File: config.mk
export PLATFORM = sky130hd
export DESIGN_NAME = header_checksum_frame_receiver
export DESIGN_NICKNAME = d
export VERILOG_FILES = /design/src/design/hcfr_pkg.sv /design/src/design/header_checksum_frame_receiver.sv
export SDC_FILE = /design/constraint.sdc
export NUM_CORES = 1
export LEC_CHECK = 0
export ABC_AREA = 0
export BUFFER_PORTS_ARGS = -buffer_cell sky130_fd_sc_hd__buf_2
export CORE_MARGIN = 2
export CORE_UTILIZATION = 45
export DETAILED_ROUTE_END_ITERATION = 8
export HOLD_SLACK_MARGIN = 0.08
export PLACE_DENSITY = 0.61
export SLEW_MARGIN = 40
export SYNTH_ARGS = -nofsm -noshare
export SYNTH_HDL_FRONTEND = slang
export SYNTH_SLANG_ARGS = --single-unit
export TNS_END_PERCENT = 5
File: constraint.sdc
create_clock -name clk -period 5.3 [get_ports clk]
set_input_delay 1.06 -clock clk [delete_from_list [all_inputs] [get_ports clk]]
set_output_delay 1.06 -clock clk [all_outputs]
set_load 0.05 [all_outputs]
File: src/design/hcfr_pkg.sv
`timescale 1ns / 1ps
`default_nettype none
// ----------------------------------------------------------------------------
// hcfr_pkg
// shared types and constants of the header/checksum frame receiver
// ----------------------------------------------------------------------------
package hcfr_pkg;

	// store depth default
	localparam int BUFFER_DEPTH_DEF = 64;

	// register file
	localparam int CFG_IDX_W = 8;
	localparam int CFG_DATA_W = 8;
	localparam logic [CFG_IDX_W-1:0] REG_HEADER_BYTE = 8'd0;
	localparam logic [CFG_IDX_W-1:0] REG_FRAME_LENGTH = 8'd1;

	localparam int LEN_W = 7;
	localparam logic [7:0] HEADER_RESET = 8'd85;
	localparam logic [LEN_W-1:0] LENGTH_RESET = 7'd28;
	localparam logic [LEN_W-1:0] LENGTH_MIN = 7'd2;

	// result beat layout in m_tdata, lowest bit up
	localparam int POS_W = 6;
	localparam int CNT_W = 32;
	localparam int DATA_LSB = 0;
	localparam int POS_LSB = 8;
	localparam int GOOD_LSB = POS_LSB + POS_W;
	localparam int BAD_LSB = GOOD_LSB + CNT_W;
	localparam int SEEN_LSB = BAD_LSB + CNT_W;
	localparam int PAYLOAD_W = SEEN_LSB + CNT_W;
	localparam int TDATA_W = ((PAYLOAD_W + 7) / 8) * 8;

	// result kinds carried in tuser
	localparam logic KIND_PAYLOAD = 1'b0;
	localparam logic KIND_CKS_ERR = 1'b1;

	typedef enum logic {
		ST_RUN,
		ST_REPLAY
	} state_t;

endpackage
`default_nettype wire

File: src/design/header_checksum_frame_receiver.sv
`timescale 1ns / 1ps
`default_nettype none
// ----------------------------------------------------------------------------
// header_checksum_frame_receiver
// fixed-length frame sync on a header byte, additive 8-bit checksum check,
// replay of the stored payload of good frames
// ----------------------------------------------------------------------------
//
//  channel | dir | beat contents
//  --------+-----+-----------------------------------------------------------
//  s_      | in  | one received link byte
//  m_      | out | payload byte of a good frame, or one checksum error result
//  cfg_    | in  | register write: index 0 header byte, index 1 frame length
//
//  hunted, header and payload bytes give no result
//  a good frame replays its stored payload by the synchronous store read and
//  then the output register load, with a single read in flight on the one
//  store read port
//  s_tready is low during replay and while a result beat waits on m_tready
//  arst_n clears control state and counters; store contents are not cleared
//
module header_checksum_frame_receiver
	import hcfr_pkg::*;
#(
	parameter int BUFFER_DEPTH = BUFFER_DEPTH_DEF
) (
	input  wire logic                  clk,
	input  wire logic                  arst_n,

	// received byte stream
	input  wire logic                  s_tvalid,
	output logic                       s_tready,
	input  wire logic [7:0]            s_tdata,   // [7:0] rx_byte

	// result stream
	output logic                       m_tvalid,
	input  wire logic                  m_tready,
	// [7:0] data_byte, [13:8] byte_position, [45:14] good_frames,
	// [77:46] bad_frames, [109:78] bytes_seen, [111:110] zero
	output logic [TDATA_W-1:0]         m_tdata,
	output logic [0:0]                 m_tuser,   // [0] kind
	output logic                       m_tlast,   // last

	// configuration writes
	input  wire logic                  cfg_valid,
	output logic                       cfg_ready,
	input  wire logic [CFG_IDX_W-1:0]  cfg_index,
	input  wire logic [CFG_DATA_W-1:0] cfg_data
);

	localparam int ADDR_W = (BUFFER_DEPTH > 1) ? $clog2(BUFFER_DEPTH) : 1;
	localparam logic [LEN_W-1:0] LENGTH_MAX = LEN_W'(BUFFER_DEPTH);

	// configuration registers
	logic [7:0]       header_q;
	logic [LEN_W-1:0] length_q;

	// frame capture state
	logic              in_frame_q;
	logic [ADDR_W-1:0] fill_q;
	logic [7:0]        sum_q;

	// counters
	logic [CNT_W-1:0] seen_q;
	logic [CNT_W-1:0] good_q;
	logic [CNT_W-1:0] bad_q;

	// replay sequencer
	state_t            state_q;
	state_t            state_d;
	logic [ADDR_W-1:0] replay_n_q;
	logic [ADDR_W-1:0] rd_ptr_q;
	logic              rd_issue;

	// store read stage
	logic              rd_pend_s1;
	logic [7:0]        rd_data_s1;
	logic [ADDR_W-1:0] rd_pos_s1;
	logic              rd_last_s1;

	// output register
	logic              out_kind_q;
	logic [7:0]        out_data_q;
	logic [POS_W-1:0]  out_pos_q;
	logic              out_last_q;

	// frame store
	logic [7:0] store_mem [BUFFER_DEPTH];

	logic [LEN_W-1:0] eff_len;
	logic             in_acc;
	logic             is_cks;
	logic             cks_ok;
	logic             out_free;

	// frame length saturated to the range the store supports
	always_comb begin
		priority if (length_q < LENGTH_MIN) begin
			eff_len = LENGTH_MIN;
		end else if (length_q > LENGTH_MAX) begin
			eff_len = LENGTH_MAX;
		end else begin
			eff_len = length_q;
		end
	end

	assign out_free  = !m_tvalid || m_tready;
	assign s_tready  = (state_q == ST_RUN) && out_free;
	assign in_acc    = s_tvalid && s_tready;
	// a byte is the checksum once the payload fills length minus one
	assign is_cks    = !((LEN_W'(fill_q) + LEN_W'(1)) < eff_len);
	assign cks_ok    = (sum_q == s_tdata);
	assign cfg_ready = 1'b1;

	// sequencer next state and read issue
	always_comb begin
		state_d  = state_q;
		rd_issue = 1'b0;
		unique case (state_q)
			ST_RUN: begin
				if (in_acc && in_frame_q && is_cks && cks_ok) begin
					state_d = ST_REPLAY;
				end
			end
			ST_REPLAY: begin
				// one read in flight; its beat lands in a free output register
				rd_issue = (rd_ptr_q != replay_n_q) && !rd_pend_s1 && out_free;
				if (rd_pend_s1 && rd_last_s1) begin
					state_d = ST_RUN;
				end
			end
			default: begin
				state_d = ST_RUN;
			end
		endcase
	end

	always_ff @(posedge clk or negedge arst_n) begin
		if (!arst_n) begin
			state_q <= ST_RUN;
		end else begin
			state_q <= state_d;
		end
	end

	// configuration writes, unknown indexes ignored
	always_ff @(posedge clk or negedge arst_n) begin
		if (!arst_n) begin
			header_q <= HEADER_RESET;
			length_q <= LENGTH_RESET;
		end else if (cfg_valid && cfg_ready) begin
			unique case (cfg_index)
				REG_HEADER_BYTE:  header_q <= cfg_data;
				REG_FRAME_LENGTH: length_q <= cfg_data[LEN_W-1:0];
				default: ;
			endcase
		end
	end

	// hunt, capture and checksum
	always_ff @(posedge clk or negedge arst_n) begin
		if (!arst_n) begin
			in_frame_q <= 1'b0;
			fill_q     <= '0;
			sum_q      <= '0;
			seen_q     <= '0;
			good_q     <= '0;
			bad_q      <= '0;
			replay_n_q <= '0;
		end else if (in_acc) begin
			seen_q <= seen_q + CNT_W'(1);
			if (!in_frame_q) begin
				if (s_tdata == header_q) begin
					in_frame_q <= 1'b1;
					fill_q     <= '0;
					sum_q      <= '0;
				end
			end else if (!is_cks) begin
				fill_q <= fill_q + ADDR_W'(1);
				sum_q  <= sum_q + s_tdata;
			end else begin
				in_frame_q <= 1'b0;
				fill_q     <= '0;
				sum_q      <= '0;
				if (cks_ok) begin
					good_q     <= good_q + CNT_W'(1);
					replay_n_q <= fill_q;
				end else begin
					bad_q <= bad_q + CNT_W'(1);
				end
			end
		end
	end

	// store write port
	always_ff @(posedge clk) begin
		if (in_acc && in_frame_q && !is_cks) begin
			store_mem[fill_q] <= s_tdata;
		end
	end

	// store read port, registered data
	always_ff @(posedge clk) begin
		if (rd_issue) begin
			rd_data_s1 <= store_mem[rd_ptr_q];
			rd_pos_s1  <= rd_ptr_q;
			rd_last_s1 <= (rd_ptr_q + ADDR_W'(1)) == replay_n_q;
		end
	end

	always_ff @(posedge clk or negedge arst_n) begin
		if (!arst_n) begin
			rd_pend_s1 <= 1'b0;
			rd_ptr_q   <= '0;
		end else begin
			rd_pend_s1 <= rd_issue;
			if (state_q == ST_RUN) begin
				rd_ptr_q <= '0;
			end else if (rd_issue) begin
				rd_ptr_q <= rd_ptr_q + ADDR_W'(1);
			end
		end
	end

	// output register: error result or replayed payload beat
	always_ff @(posedge clk or negedge arst_n) begin
		if (!arst_n) begin
			m_tvalid <= 1'b0;
		end else if (in_acc && in_frame_q && is_cks && !cks_ok) begin
			m_tvalid <= 1'b1;
		end else if (rd_pend_s1) begin
			m_tvalid <= 1'b1;
		end else if (m_tready) begin
			m_tvalid <= 1'b0;
		end
	end

	always_ff @(posedge clk) begin
		if (in_acc && in_frame_q && is_cks && !cks_ok) begin
			out_kind_q <= KIND_CKS_ERR;
			out_data_q <= '0;
			out_pos_q  <= '0;
			out_last_q <= 1'b1;
		end else if (rd_pend_s1) begin
			out_kind_q <= KIND_PAYLOAD;
			out_data_q <= rd_data_s1;
			out_pos_q  <= POS_W'(rd_pos_s1);
			out_last_q <= rd_last_s1;
		end
	end

	// counters hold while a beat waits since no byte is taken then
	always_comb begin
		m_tdata = '0;
		m_tdata[DATA_LSB +: 8]     = out_data_q;
		m_tdata[POS_LSB +: POS_W]  = out_pos_q;
		m_tdata[GOOD_LSB +: CNT_W] = good_q;
		m_tdata[BAD_LSB +: CNT_W]  = bad_q;
		m_tdata[SEEN_LSB +: CNT_W] = seen_q;
	end

	assign m_tuser = out_kind_q;
	assign m_tlast = out_last_q;

endmodule
`default_nettype wire

==> Word-level counts from Yosys, hierarchy flattened <==
Memories as Yosys holds them, arrays and structs flattened. A register that Yosys moved wholly into a read port is not among the register bits.
Cells that the tools add are included.
{ "word_totals": {"regBits": 164, "ram_bits": 512, "in_bits": 29, "memories": 1} }
{ "memory_table": {"columns": ["memory", "words", "width", "rd", "rd_clocked_by_memory_dff", "write_ports", "line_no", "source"], "rows": [
  ["store_mem", 64, 8, 1, 1, 1, "header_checksum_frame_receiver.sv:88", "logic [7:0] store_mem [BUFFER_DEPTH];"]
]} }
{ "classes": {"n_addsub": 7, "magnitude_cmp": 3, "eq_ne": 6, "n_mux": 22, "n_bitwise": 3, "n_reduce_logical": 23} }
{ "op_table": {"columns": ["operator", "count"], "rows": [
  ["$add A32 B1 Y32 const B", 3],
  ["$mux W6", 5],
  ["$mux W8", 3],
  ["$eq A8 B8 Y1", 2],
  ["$mux W7", 2],
  ["$add A6 B1 Y6 const B", 2],
  ["$mux W1", 11],
  ["$logic_and A1 B1 Y1", 10],
  ["$add A8 B8 Y8", 1],
  ["$eq A8 B1 Y1 const B", 1],
  ["$logic_not A8 Y1", 1],
  ["$reduce_and A4 Y1", 2],
  ["$add A6 B1 Y7 const B", 1],
  ["$gt A7 B7 Y1 const B", 1],
  ["$lt A7 B2 Y1 const B", 1],
  ["$lt A7 B7 Y1", 1],
  ["$eq A6 B6 Y1", 1],
  ["$ne A6 B6 Y1", 1],
  ["$reduce_and A2 Y1", 3],
  ["$logic_not A1 Y1", 4],
  ["$not A1 Y1", 3],
  ["$reduce_bool A3 Y1", 1],
  ["$ne A2 B1 Y1 const B", 1],
  ["$pmux W1 S2", 1],
  ["other kinds (2)", 2]
]} }

==> Longest topological paths before layout <==
{ "depth": {"word_depth": 9, "ltp_mapped": 12} }

==> Least setup slack after synthesis <==
No wires, ideal clock.
{ "synth_timing": {"path_kind": "register to register", "startpoint": "register fill_q[0]", "endpoint": "memory store_mem[11][0], enable pin", "setup_ps": 370, "arrival_time_ps": 2831, "t_required_ps": 4930, "path_slack_ps": 2099, "stages_incl_launch_ff": 12, "n_path_buf": 2, "cell_sequence": "dfrtp_1 clkbuf_1 nand3_1 nor2_1 xor2_1 ha_1 nand2_1 o21ai_0 a211oi_2 buf_2 nand4b_1 nor2_1"} }
{ "synth_between": {"elab_chain_cells": 5} }
{ "synth_rtl": {"columns": ["element", "line_no", "source"], "rows": [
  ["start: declaration", "header_checksum_frame_receiver.sv:60", "logic [ADDR_W-1:0] fill_q;"],
  ["start signal: assignment", "header_checksum_frame_receiver.sv:179", "fill_q <= fill_q + ADDR_W'(1);"],
  ["$add A6 B1 Y7", "header_checksum_frame_receiver.sv:111", "assign is_cks = !((LEN_W'(fill_q) + LEN_W'(1)) < eff_len);"],
  ["$lt A7 B7 Y1", "header_checksum_frame_receiver.sv:111", null],
  ["$logic_and A1 B1 Y1", "header_checksum_frame_receiver.sv:197", "if (in_acc && in_frame_q && !is_cks) begin"],
  ["$mux W1", "header_checksum_frame_receiver.sv:197", null],
  ["$mux W1 (not written as such)", "header_checksum_frame_receiver.sv:198", "store_mem[fill_q] <= s_tdata;"],
  ["end: declaration", "header_checksum_frame_receiver.sv:88", null]
]} }
Parallel ways exist; a longest one is shown, timed or not.

==> Worst setup path after layout <==
{ "layout_timing": {"startpoint": "register fill_q[0]", "endpoint": "memory store_mem[29][3], enable pin"} }
The elaborated chain is that of the path after synthesis.

==> impl_metrics.csv <==
group,metric,value,unit
outcome,status,"complete, no violations",
final_layout,diodes,0,
drt,ant_nets,0,
grt,grt_max_degree,109,
drt,drc,0,
final_layout,final_util,52.05,%
clock_tree,clk_latency,0.62,ns
placement,hpwl,41300,um
logic_synthesis,synth.distinct_cells,63,
placement,postPlaceCellArea,29520,sq um
drt,wl_per_cell,24.68,um
pwr,p_sw,3.303,mW
job,maxCapViolCount,0,
sta,period_share,84.98,%
worst_setup_path,required,5.53,ns
final_layout,area.growth.synth_to_final,14.73,%
drt,viasPerCell,5.823,
final_layout,fillerInstances,4922,
final_layout,seqCellArea,19690,sq um
worst_setup_path,worst-setup-path-type,"flop to flop",
sta,tightest_slew,0.8855,ns
drt,firstDrtPassIters,5,
final_layout,final_common_cell,"edfxtp_1",
pwr,ir_drop,0.2633,mV
grt,track_usage,20.49,%
pwr,power_frac_seq,48.5,%
clock_tree,clock_sinks,684,
drt,wirelength,64780,um
sta,min_period,4.504,ns
worst_setup_path,crit_top_cell,"ha_1",
grt,global_route.overflow_total,0,
logic_synthesis,seq_area_frac_synth,70.57,%
floorplan,coreArea,61480,sq um
logic_synthesis,syn_avg_cell_area,17.33,sq um
worst_setup_path,critPathTopFamily,"simple AND/OR/NAND/NOR gates",
logic_synthesis,synth_ff_type,"edfxtp_1",
clock_tree,htreeDepth,3,
floorplan,fp.dieArea,63990,sq um
floorplan,die_h,253.0,um
sta,whs,0.3345,ns
pwr,sw_frac_of_total,26.28,%
worst_setup_path,max_stage_delay,0.90,ns
worst_setup_path,crit_arrival,4.73,ns
pwr,p_per_area,392.7,nW/um^2
pwr,combPwrFrac,11.2,%
logic_synthesis,synthCells,1609,
worst_setup_path,crit_buf_inv,0,
clock_tree,hold_buffers,0,
sta,setup_viol,0,
worst_setup_path,cp_cell_sequence,"ha_1, nand3_1, xnor2_1, ha_1, a21oi_1, o21ai_0, a211oi_2, nand4b_1, nor2_1",
final_layout,post-route-cell-area,32000,sq um
final_layout,final_cell_mix,"527 x edfxtp_1, 141 x buf_2, 132 x mux4_2",
worst_setup_path,cp_max_fo,12,
sta,slew_violations,0,
drt,drt_iter0_drc,1536,
final_layout,multi_input_area,7839,sq um
sta,max_freq,0.2220,GHz
floorplan,start_util,45.36,%
floorplan,io_pins,146,
pwr,power,12.57,mW
sta,slew_headroom,40.66,%
logic_synthesis,synth_seq_cells,684,
final_layout,fin_nets,1823,
clock_tree,clkTransAtPathRegs,0.06,ns
placement,finalWeightedCongestion,0.8300,
clock_tree,cts_tree,"built",
final_layout,drive_above_1_share,26.21,%
grt,grt_pass1_vias,15267,
clock_tree,cts_buffer_depth,3,
sta,rsz0062_at_grt,"no",
clock_tree,post_cts_buffers,0,
sta,fin_skew,0.03144,ns
floorplan,rows,91,
placement,io_buffers,142,
min_path,hp-class,"input pin to asynchronous set/reset pin",
sta,finalSetupTns,0,ns
pwr,p_int,9.262,mW
pwr,pwr-share-clk,40.3,%
pwr,p_leak,11.48,nW
floorplan,fp.dieW,253.0,um
worst_setup_path,slowest_stage,"nor2_1",
worst_setup_path,cp-end-kind,"flop",
drt,vias,15286,
grt,antenna_found_initial,0,
logic_synthesis,async_flop_share,20.61,%
clock_tree,cts-root-buf,"clkbuf_16",
clock_tree,cts_resized,0,
logic_synthesis,syn_area,27890,sq um
grt,grt_pass1_wl,97410,um
clock_tree,numCtsBuffers,75,
logic_synthesis,synth_enable_flop_cells,527,
logic_synthesis,ys_warn_count,0,
worst_setup_path,start_kind,"flop",
sta,hold_viol,0,
cell type report:
class,count,share of cell area [%]
inverter,16,0.1877
multi-input combinational,828,24.50
sequential,684,61.54
clock inverter,38,1.118
tap,790,3.089
timing repair buffer,170,3.163
clock buffer,99,6.409
layer usage:
layer  routed length [um]  GRT usage [%]
met1                28560          29.65
met2                29680          30.85
met3                 4854          5.016
met4                 1680          6.188
met5                    0              0
stage by stage:
stage,setup slack (ns),std cells
detailed placement,0.8085,2486
floorplan,2.099,1610
global placement,0.8763,2485
CTS,0.7841,2623
global route,0.5455,2625
finish,0.7961,2625
logic make-up (layout without fill, tap and decap cells):
logic type                 Yosys count  count (layout)  share of synthesized area [%]
buffers and inverters               98             323                          1.620
muxes                              172             172                          12.21
adders and majority gates           19              19                         0.8793
and+or+nand+nor                    395             395                          7.689
DFF                                684             684                          70.57
other                                2               3                        0.02693
xor gates and xnor gates           122             122                          3.831
AOI/OAI and AO/OA                  117             117                          3.176
power groups by stage:
| stage | sequential, mW | clock (mW) | combinational [mW] |
|---|---|---|---|
| 2_1_floorplan | 6.51 | 0 | 0.601 |
| 3_3_place_gp | 6.19 | 0 | 1.38 |
| 3_5_place_dp | 6.20 | 0 | 1.40 |
| 4_1_cts | 6.10 | 5.16 | 1.40 |
| 5_1_grt | 6.13 | 5.37 | 1.51 |
| 6_report | 6.10 | 5.06 | 1.40 |
worst register-to-register path, delay by kind of cell, from the launching register on:
family / cells / cell delay [ns]
AO/OA/AOI/OAI: 3 / 0.92
XOR/XNOR: 1 / 0.23
adder cells (fa/ha/maj): 2 / 0.59
flip-flops: 1 / 0.57
AND/OR/NAND/NOR: 3 / 1.82
flip-flops by register name, summed over array words and instances (netlist names), 7 cells and up:
name,flops
rd_data_s1,8
good_q,32
store_mem,512
length_q,7
out_data_q,8
header_q,8
seen_q,32
sum_q,8
bad_q,32
synth_stat cells (4+ instances only):
master / instances / share of area, %
edfxtp_1: 527 / 57
dfrtp_1: 134 / 12
mux4_2: 132 / 11
nor2_1: 118 / 1.6
xor2_1: 76 / 2.4
nand2_1: 58 / 0.78
nand3_1: 51 / 0.92
clkbuf_1: 46 / 0.62
xnor2_1: 46 / 1.4
a22oi_1: 44 / 1.2
nor3_1: 41 / 0.74
nand4_1: 30 / 0.67
mux2_2: 25 / 1.0
buf_2: 22 / 0.39
ha_1: 18 / 0.81
a22o_1: 17 / 0.53
and3_1: 17 / 0.38
dfxtp_1: 16 / 1.1
inv_1: 16 / 0.22
mux2i_1: 15 / 0.54
a21oi_1: 12 / 0.22
nor4_1: 11 / 0.25
a221oi_1: 10 / 0.31
buf_4: 7 / 0.19
dfstp_2: 7 / 0.66
nor2b_1: 7 / 0.16
a31oi_1: 6 / 0.13
and2_1: 6 / 0.13
nand2b_1: 6 / 0.13
o21a_1: 6 / 0.16
and4_1: 5 / 0.16
nor4_2: 5 / 0.22
nor4b_1: 5 / 0.16
a21o_1: 4 / 0.11
buf_6: 4 / 0.16
nand4b_1: 4 / 0.13
o21ai_0: 4 / 0.072
o221ai_1: 4 / 0.13
worst paths after layout:
check / slack (ns) / end / depth (start not counted) / start
setup / recovery: 0.80 / store_mem[29][3]$_DFFE_PP_ / 9 / fill_q[0]$_DFFE_PN0P_
hold / removal: 0.33 / bad_q[20]$_DFFE_PN0P_ / 1 / arst_n
setup reg to reg: 0.80 / store_mem[29][3]$_DFFE_PP_ / 9 / fill_q[0]$_DFFE_PN0P_
hold reg to reg: 0.46 / m_tuser$_SDFFE_PP1P_ / 1 / m_tuser$_SDFFE_PP1P_
max in group asynchronous: 3.79 / length_q[3]$_DFFE_PN1P_ / 3 / arst_n
min in group clk: 0.46 / m_tuser$_SDFFE_PP1P_ / 1 / m_tuser$_SDFFE_PP1P_
Note: power is estimated with default switching activity, not from simulation.
